**config.mk**
```make
export PLATFORM = sky130hd
export DESIGN_NAME = stable_priority_queue
export DESIGN_NICKNAME = d
export VERILOG_FILES = /design/src/rtl/spq_pkg.sv /design/src/rtl/spq_cell.sv /design/src/rtl/stable_priority_queue.sv
export SDC_FILE = /design/constraint.sdc
export NUM_CORES = 1
export LEC_CHECK = 0
export BUFFER_PORTS_ARGS = -buffer_cell sky130_fd_sc_hd__buf_2
export CAP_MARGIN = 15
export CORE_UTILIZATION = 30
export CTS_CLUSTER_SIZE = 25
export DETAILED_ROUTE_END_ITERATION = 16
export HOLD_SLACK_MARGIN = 0.03
export PLACE_DENSITY_LB_ADDON = 0.12
export SYNTH_ARGS = -nofsm -noshare
export SYNTH_HDL_FRONTEND = slang
export SYNTH_SLANG_ARGS = --single-unit
```
**constraint.sdc**
```tcl
create_clock -name clk -period 12.1 [get_ports clk]
set_input_delay 2.42 -clock clk [delete_from_list [all_inputs] [get_ports clk]]
set_output_delay 2.42 -clock clk [all_outputs]
set_load 0.005 [all_outputs]
```
**src/rtl/spq_pkg.sv**
```systemverilog
// ----------------------------------------------------------------------------
// spq_pkg
// Shared types and constants for the stable priority queue: capacity, entry
// layout, command group for the cell chain and the request/response beats.
// ----------------------------------------------------------------------------
`default_nettype none

package spq_pkg;

  localparam int CAPACITY = 16;
  localparam int CNT_W    = $clog2(CAPACITY + 1);

  typedef enum logic {
    OP_INSERT = 1'b0,
    OP_REMOVE = 1'b1
  } op_e;

  typedef struct packed {
    logic [7:0]  prio;
    logic [7:0]  age;
    logic [15:0] tag;
  } entry_t;

  typedef struct packed {
    logic   ins;
    logic   rem;
    entry_t item;
  } cell_cmd_t;

  typedef struct packed {
    op_e         op;
    logic [7:0]  prio;
    logic [7:0]  age;
    logic [15:0] record_tag;
  } spq_req_t;

  typedef struct packed {
    logic        head_valid;
    logic [7:0]  head_prio;
    logic [7:0]  head_age;
    logic [15:0] head_tag;
    logic [4:0]  occupancy;
    logic        dropped;
    logic        empty_remove;
  } spq_rsp_t;

endpackage

`default_nettype wire

```
**src/rtl/spq_cell.sv**
```systemverilog
// ----------------------------------------------------------------------------
// spq_cell
// One slot of the sorted chain. On insert it keeps its entry, takes the new
// entry or takes its left neighbor's; on remove it takes its right neighbor's.
// ----------------------------------------------------------------------------
`default_nettype none

module spq_cell
  import spq_pkg::*;
(
  input  wire logic      clk,
  input  wire cell_cmd_t cmd,
  input  wire logic      occupied,
  input  wire logic      left_le,
  input  wire entry_t    left_slot,
  input  wire entry_t    right_slot,
  output logic           le,
  output entry_t         slot,
  output entry_t         slot_next
);

  assign le = occupied && (slot.prio <= cmd.item.prio);

  always_comb begin
    slot_next = slot;
    if (cmd.ins) begin
      if (!le) begin
        slot_next = left_le ? cmd.item : left_slot;
      end
    end else if (cmd.rem) begin
      slot_next = right_slot;
    end
  end

  always_ff @(posedge clk) begin
    slot <= slot_next;
  end

endmodule

`default_nettype wire

```
**src/rtl/stable_priority_queue.sv**
```systemverilog
// ----------------------------------------------------------------------------
// stable_priority_queue
// Sorted shift-register priority queue built from a chain of slot cells.
// ----------------------------------------------------------------------------
// Usage:
//   req beats carry an insert (prio, age, record_tag) or a remove of the head.
//   Every req beat yields exactly one rsp beat with the head entry after the
//   operation, the occupancy and the dropped / empty_remove flags.
//   Lower prio sits nearer the head; equal prio keeps arrival order.
//   Latency: the rsp beat is valid the cycle after the req beat is taken.
//   Throughput: one req beat per cycle; every cell compares its slot against
//   the new priority in parallel and shifts in the same cycle.
//   The rsp register frees in the cycle it is taken, so req_ready stays high
//   while rsp_ready is high. When the receiver stalls, req_ready drops
//   until the pending rsp beat is taken.
//   Reset: the queue empties and no rsp beat is pending; slot contents are
//   not cleared, only fill_count.
//   Insert into a full queue is dropped; remove from an empty queue is a no-op.
// ----------------------------------------------------------------------------
`default_nettype none

module stable_priority_queue
  import spq_pkg::*;
(
  input  wire logic     clk,
  input  wire logic     rst,
  input  wire logic     req_valid,
  output logic          req_ready,
  input  wire spq_req_t req,
  output logic          rsp_valid,
  input  wire logic     rsp_ready,
  output spq_rsp_t      rsp
);

  logic [CNT_W-1:0] fill_count;
  logic [CNT_W-1:0] fill_count_next;
  logic             accept;
  logic             full;
  logic             empty;
  cell_cmd_t        cmd;
  logic             le_vec [CAPACITY];
  entry_t           slots [CAPACITY];
  entry_t           slots_next [CAPACITY];
  spq_rsp_t         rsp_next;

  assign req_ready = !rsp_valid || rsp_ready;
  assign accept    = req_valid && req_ready;
  assign full      = (fill_count == CNT_W'(CAPACITY));
  assign empty     = (fill_count == '0);

  assign cmd.ins       = accept && (req.op == OP_INSERT) && !full;
  assign cmd.rem       = accept && (req.op == OP_REMOVE) && !empty;
  assign cmd.item.prio = req.prio;
  assign cmd.item.age  = req.age;
  assign cmd.item.tag  = req.record_tag;

  for (genvar i = 0; i < CAPACITY; i++) begin : g_cell
    logic   occ;
    logic   l_le;
    entry_t l_slot;
    entry_t r_slot;

    assign occ = (CNT_W'(i) < fill_count);

    if (i == 0) begin : g_first
      assign l_le   = 1'b1;
      assign l_slot = cmd.item;
    end else begin : g_mid
      assign l_le   = le_vec[i-1];
      assign l_slot = slots[i-1];
    end

    if (i == CAPACITY - 1) begin : g_last
      assign r_slot = slots[i];
    end else begin : g_inner
      assign r_slot = slots[i+1];
    end

    spq_cell u_cell (
      .clk        (clk),
      .cmd        (cmd),
      .occupied   (occ),
      .left_le    (l_le),
      .left_slot  (l_slot),
      .right_slot (r_slot),
      .le         (le_vec[i]),
      .slot       (slots[i]),
      .slot_next  (slots_next[i])
    );
  end

  always_comb begin
    fill_count_next = fill_count;
    if (cmd.ins) begin
      fill_count_next = fill_count + CNT_W'(1);
    end else if (cmd.rem) begin
      fill_count_next = fill_count - CNT_W'(1);
    end
  end

  always_comb begin
    rsp_next              = '0;
    rsp_next.head_valid   = (fill_count_next != '0);
    if (fill_count_next != '0) begin
      rsp_next.head_prio  = slots_next[0].prio;
      rsp_next.head_age   = slots_next[0].age;
      rsp_next.head_tag   = slots_next[0].tag;
    end
    rsp_next.occupancy    = 5'(fill_count_next);
    rsp_next.dropped      = (req.op == OP_INSERT) && full;
    rsp_next.empty_remove = (req.op == OP_REMOVE) && empty;
  end

  always_ff @(posedge clk) begin
    if (rst) begin
      fill_count <= '0;
      rsp_valid  <= 1'b0;
    end else begin
      fill_count <= fill_count_next;
      if (accept) begin
        rsp_valid <= 1'b1;
      end else if (rsp_ready) begin
        rsp_valid <= 1'b0;
      end
    end
  end

  always_ff @(posedge clk) begin
    if (accept) begin
      rsp <= rsp_next;
    end
  end

  // checks
  a_fill_bound: assert property (@(posedge clk) disable iff (rst)
    fill_count <= CNT_W'(CAPACITY))
    else $error("fill_count above capacity");

  a_flags_excl: assert property (@(posedge clk) disable iff (rst)
    rsp_valid |-> !(rsp.dropped && rsp.empty_remove))
    else $error("both flags set");

  a_head_occ: assert property (@(posedge clk) disable iff (rst)
    rsp_valid |-> (rsp.head_valid == (rsp.occupancy != '0)))
    else $error("head_valid disagrees with occupancy");

  a_occ_track: assert property (@(posedge clk) disable iff (rst)
    accept |=> (rsp.occupancy == 5'(fill_count)))
    else $error("occupancy differs from fill_count");

  a_rst_idle: assert property (@(posedge clk)
    $past(rst) |-> !rsp_valid)
    else $error("rsp beat pending after reset");

endmodule

`default_nettype wire

```
Word-level counts from Yosys, hierarchy flattened
Index checks and enable logic that the tools add are counted.

storage, ports and cells
  flip-flop bits (word level) = 558
  bits of input ports = 37
  output and inout bits = 42
  word-level logic and storage cells = 218

cells by class
  reductions and logical operators = 46
  magnitude comparators = 32
  $add $sub $neg = 2
  multiplexer cells = 64
  bitwise operators = 2
  equality and inequality tests = 15

operator list
  cell                                                                 count
  32-bit 2-to-1 mux                                                    60
  8-bit <= comparator                                                  16
  4-bit by 5-bit < comparator with 1-bit output, first input constant  8
  2-bit AND reduction                                                  15
  2-bit inequality test, second input constant                         14
  1-bit logical AND                                                    23
  3-bit by 5-bit < comparator with 1-bit output, first input constant  4
  1-bit by 5-bit < comparator with 1-bit output, first input constant  2
  2-bit by 5-bit < comparator with 1-bit output, first input constant  2
  5-bit 2-to-1 mux                                                     2
  5-bit by 1-bit adder with 5-bit output, second input constant        1
  5-bit == test, second input constant                                 1
  5-bit zero test                                                      1
  5-bit nonzero test                                                   1
  5-bit by 1-bit subtractor with 5-bit output, second input constant   1
  2-bit nonzero test                                                   2
  1-bit zero test                                                      3
  1-bit 2-to-1 mux                                                     2
  1-bit NOT                                                            2
  1-bit logical OR                                                     1

Depth between registers and ports, before layout
  word-level depth = 8
  depth in mapped cells = 12

Cells and area by module
A second synthesis with hierarchy kept.

unflattened totals
  cell total of the unflattened synthesis = 4385
  area, all modules = 47498.1 um^2

modules (own cells, without submodules)
  module                            sequential area each (um^2)  cells each  area each (um^2)  times used
  spq_cell at g_cell[1].u_cell ...  640.6                        261         2801.4            9
  spq_cell at g_cell[0].u_cell ...  640.6                        261         2849.0            7
  stable_priority_queue             1321.3                       209         2342.2            1

Worst setup path after synthesis
Ideal clock, no wire load.

  kind = input -> register
  from = input rsp_ready
  to = register g_cell[10].u_cell.slot[0] in the netlist's numbering (enable)
  slack = 4798 ps
  cell stages on the path = 8
  setup time = 466 ps
  buffers on the path = 3
  arrival time = 6836 ps
  cells stage by stage = nand2b_1 nand2_2 inv_1 nand2_1 buf_2 buf_2 clkbuf_1 o21ai_0

between the ends
  word-level cells in the longest chain between the ends = 6

ends and longest elaborated chain
  element                                                                       RTL line                                                  RTL
  start, declared                                                               stable_priority_queue.sv:31                               input wire logic rsp_ready,
  1-bit logical OR (*)                                                          stable_priority_queue.sv:46                               assign req_ready = !rsp_valid || rsp_ready;
  1-bit logical AND (*)                                                         stable_priority_queue.sv:47                               assign accept = req_valid && req_ready;
  via accept                                                                    stable_priority_queue.sv:37                               logic accept;
  1-bit logical AND, on equally long branches (2 in series)                     stable_priority_queue.sv:51, stable_priority_queue.sv:52
  2-bit inequality test (no line) / 2-bit nonzero test (equally long branches)  --
  2-bit AND reduction (no line) (*)                                             --
  end signal, assigned                                                          spq_cell.sv:36                                            slot <= slot_next;
  end, declared                                                                 spq_cell.sv:18                                            output entry_t slot,

Mark *: on every way through the listed nets, which the timed path passes. The rest lies on a longest branch.
A chain may end at the register's enable or synchronous reset.

Worst setup path after layout
  from = input rsp_ready
  to = register g_cell[4].u_cell.slot[30] in the netlist's numbering (enable)

between the ends
  word-level cells in the longest chain between the ends = 6

ends and longest elaborated chain
  element                                                                       RTL line
  1-bit logical OR (*)                                                          stable_priority_queue.sv:46
  1-bit logical AND (*)                                                         stable_priority_queue.sv:47
  via accept                                                                    stable_priority_queue.sv:37
  1-bit logical AND, on equally long branches (2 in series)                     stable_priority_queue.sv:51, stable_priority_queue.sv:52
  2-bit inequality test (no line) / 2-bit nonzero test (equally long branches)  --
  2-bit AND reduction (no line) (*)                                             --
  end signal, assigned                                                          spq_cell.sv:36
  end, declared                                                                 spq_cell.sv:18

Marks and branches as above.

==> flow_metrics.py <==
metrics = {
    "placed_design": {
        "place_congestion": 0.836,
        "dp_hpwl_mm": 60.8,
        "io_buffers": 78,
    },
    "setup_path": {
        "start_kind": "primary input",
        "crit_fanout": 135,
        "rr_worst_depth": 7,
        "rrSetupSlack_ns": 7.34,
        "end_kind": "flip-flop",
        "path_class": "primary input to flip-flop",
        "cp.required_ns": 12.33,
        "arrival_ns": 6.15,
        "worstReg2RegStart": "fill_count[1]",
        "r2r_end": "g_cell[4].u_cell.slot[30]",
    },
    "die": {
        "ioPinCount": 79,
        "fp.dieW_um": 318,
        "start_util": 0.304,
        "dieHeight_um": 318,
        "core_area_um2": 98600,
        "std_cell_rows": 115,
        "die_area_um2": 101000,
    },
    "cts": {
        "cts.clk_slew.worst_paths_ns": 0.06,
        "cts.path.max_buffers": 3,
        "post_cts_buffers": 0,
        "cts_resized": 0,
        "cts_buffers": 67,
        "clkSinkCount": 558,
        "clock-root-buffer": "clkbuf_16",
        "ctsHoldBuffers": 0,
        "worstSkewPairLatency_ns": 0.62,
        "cts_tree": "done",
        "h-tree-depth": 3,
    },
    "yosys": {
        "ys_seq_area_frac": 0.547,
        "async_reset_ff_frac": 0,
        "syn_area_per_cell_um2": 9.59,
        "synth_cell_types": 56,
        "synth_flop_cell": "edfxtp_1",
        "synth_nets": 3290,
        "synth_edf_count": 520,
        "yosys.area.top_type": "edfxtp_1",
        "synth-seq-cells": 558,
        "netlist_area_um2": 29900,
        "yosys_warnings": 0,
        "netlist_top_cells_area": "edfxtp_1, a21oi_1, nand2_1, ha_1, nor2_1",
        "netlist.area_leader.share": 0.522,
        "synthCells": 3121,
    },
    "grt": {
        "grt_max_degree": 185,
        "grt_pass1_vias": 22141,
        "grt_pass1_wl_mm": 136,
        "grt-ovfl-total": 0,
        "gr-usage-all-layers": 0.170,
        "antenna_found_initial": 4,
    },
    "sta": {
        "final-setup-viol-count": 0,
        "worst_clock_skew_ns": 0.0196,
        "grt_setup_unrepaired": "no",
        "post-route-period-util": 0.489,
        "drv_slew": 0,
        "fin_tns_setup_ns": 0,
        "fmaxAchievable_mhz": 169,
        "hold_violations": 0,
        "slew_headroom": 0.274,
        "period_needed_ns": 5.92,
        "timing.hold.ws_ns": 0.469,
        "worst_pin_slew_ns": 1.08,
    },
    "detailed_routing": {
        "drc": 0,
        "firstDrtPassIters": 6,
        "ant_nets": 0,
        "met2_length_mm": 39.5,
        "routed_via_density": 5.23,
        "routed.top_layer": "met4",
        "drtIter0Drc": 2237,
        "drt-total-wl_mm": 87.9,
        "drt-met1-wl_mm": 41.5,
        "via_count": 22973,
        "wl_met3_mm": 5.19,
        "routedWlPerCell_um": 20.0,
    },
    "hold_path": {
        "min_path_type": "flip-flop to flip-flop",
        "min_from": "g_cell[0].u_cell.slot[13]",
        "worstHoldPathCells": 2,
        "hold_end": "g_cell[0].u_cell.slot[13]",
    },
    "cells_and_area": {
        "layout_commonest_cell": "a21oi_1",
        "fin_nets": 3223,
        "syn_to_final_growth_pct": 12.5,
        "layout-drive-gt1-share": 0.0882,
        "most-common-layout-cells": "a21oi_1, edfxtp_1, nand2_1, nor2_1, ha_1",
    },
    "power": {
        "powerDensity_nw_per_um2": 184,
        "comb_power_share": 0.228,
        "switchingPower_mw": 1.97,
        "p_sw_frac": 0.317,
        "pwr-share-clk": 0.320,
        "power.internal_mw": 4.24,
        "ir_drop_mv": 0.0776,
        "leakagePower_nw": 13.5,
        "seqPwrFrac": 0.452,
    },
    "status": {
        "status": "completed",
    },
    "run": {
        "drv_cap": 0,
    },
}
==> critical path: stages <==
cell	delay, ns
buf_2	0.09
nand2b_1	0.17
nand2_2	0.68
inv_2	0.12
nand2_4	0.46
buf_12	0.55
buf_4	0.88
o21ai_4	0.48
==> power groups by stage <==
stage	Clock, mW	Combinational, mW	Sequential (mW)
floorplan	0	1.00	2.76
global placement	0	1.38	2.83
detailed placement	0	1.42	2.84
CTS	2.06	1.42	2.80
global route	2.12	1.60	2.84
finish	1.99	1.41	2.80
==> metrics by stage <==
step	util	total power, mW	setup WS, ns	std cells	area [um2]
final	0.342	6.21	6.18	4396	33700
after global routing	0.342	6.56	5.92	4395	33700
after CTS	0.341	6.28	6.25	4390	33600
after detailed placement	0.319	4.25	5.58	4269	31500
after global placement	0.319	4.22	5.65	4268	31400
after floorplan	-	3.76	4.80	3121	29900
==> flip-flops by register name, indices dropped and copies added (netlist names) <==
signal,cells
fill_count,5
g_cell.u_cell.slot,512
rsp,40
rsp_valid,1
==> layout make-up <==
| type | instances | area, um2 |
|---|---|---|
| flip-flops and latches | 558 | 16400 |
| repair buffers | 127 | 856 |
| inverters | 57 | 214 |
| multi-input cells | 2243 | 12500 |
| clock buffers | 100 | 1950 |
| clock inverters | 21 | 175 |
| well taps | 1287 | 1610 |
| fillers | 9962 | 64900 |
| diodes | 3 | 7.51 |
==> worst max-delay path by stage <==
stage	startpoint	end	slack, ns
floorplan	rsp_ready	g_cell[10].u_cell.slot[0]	4.80
global placement	rsp_ready	g_cell[4].u_cell.slot[25]	5.65
detailed placement	rsp_ready	g_cell[4].u_cell.slot[25]	5.58
CTS	rsp_ready	g_cell[4].u_cell.slot[30]	6.25
global route	rsp_ready	g_cell[4].u_cell.slot[27]	5.92
finish	rsp_ready	g_cell[4].u_cell.slot[30]	6.18
==> synth_stat cells, drive strengths merged, types with 3 or more instances <==
master and n:
a21oi 760, edfxtp 520, nand2 496, nor2 426, clkbuf 206, ha 132, o21ai 84, a221o 66
buf 57, inv 57, a22oi 43, dfxtp 38, mux2i 34, mux2 25, nor2b 21, a21o 20
o22a 17, nand4 14, a222oi 13, and2 12, nand3 12, and3 8, a2bb2oi 7, nand2b 6
a31o 4, a31oi 3, and4 3, nand4b 3, nor3 3, o21bai 3, o221ai 3
==> layer usage <==
metal / GRT usage / up-vias
met1: 0.242 / 10994
met2: 0.266 / 726
met4: 0.0480 / 0
met5: 0 / -
met3: 0.0238 / 111
li1: - / 11142
==> kinds of logic after synthesis <==
kind of cell / count (synthesis) / share of synthesized area
DFF: 558 / 0.547
adders and majority gates: 132 / 0.0552
buffers and inverters: 320 / 0.0429
muxes: 59 / 0.0208
AOI/OAI and AO/OA: 1037 / 0.198
and+or+nand+nor: 1013 / 0.136
xor gates and xnor gates: 2 / 0.000585
Power figures use the tool's default switching activity.
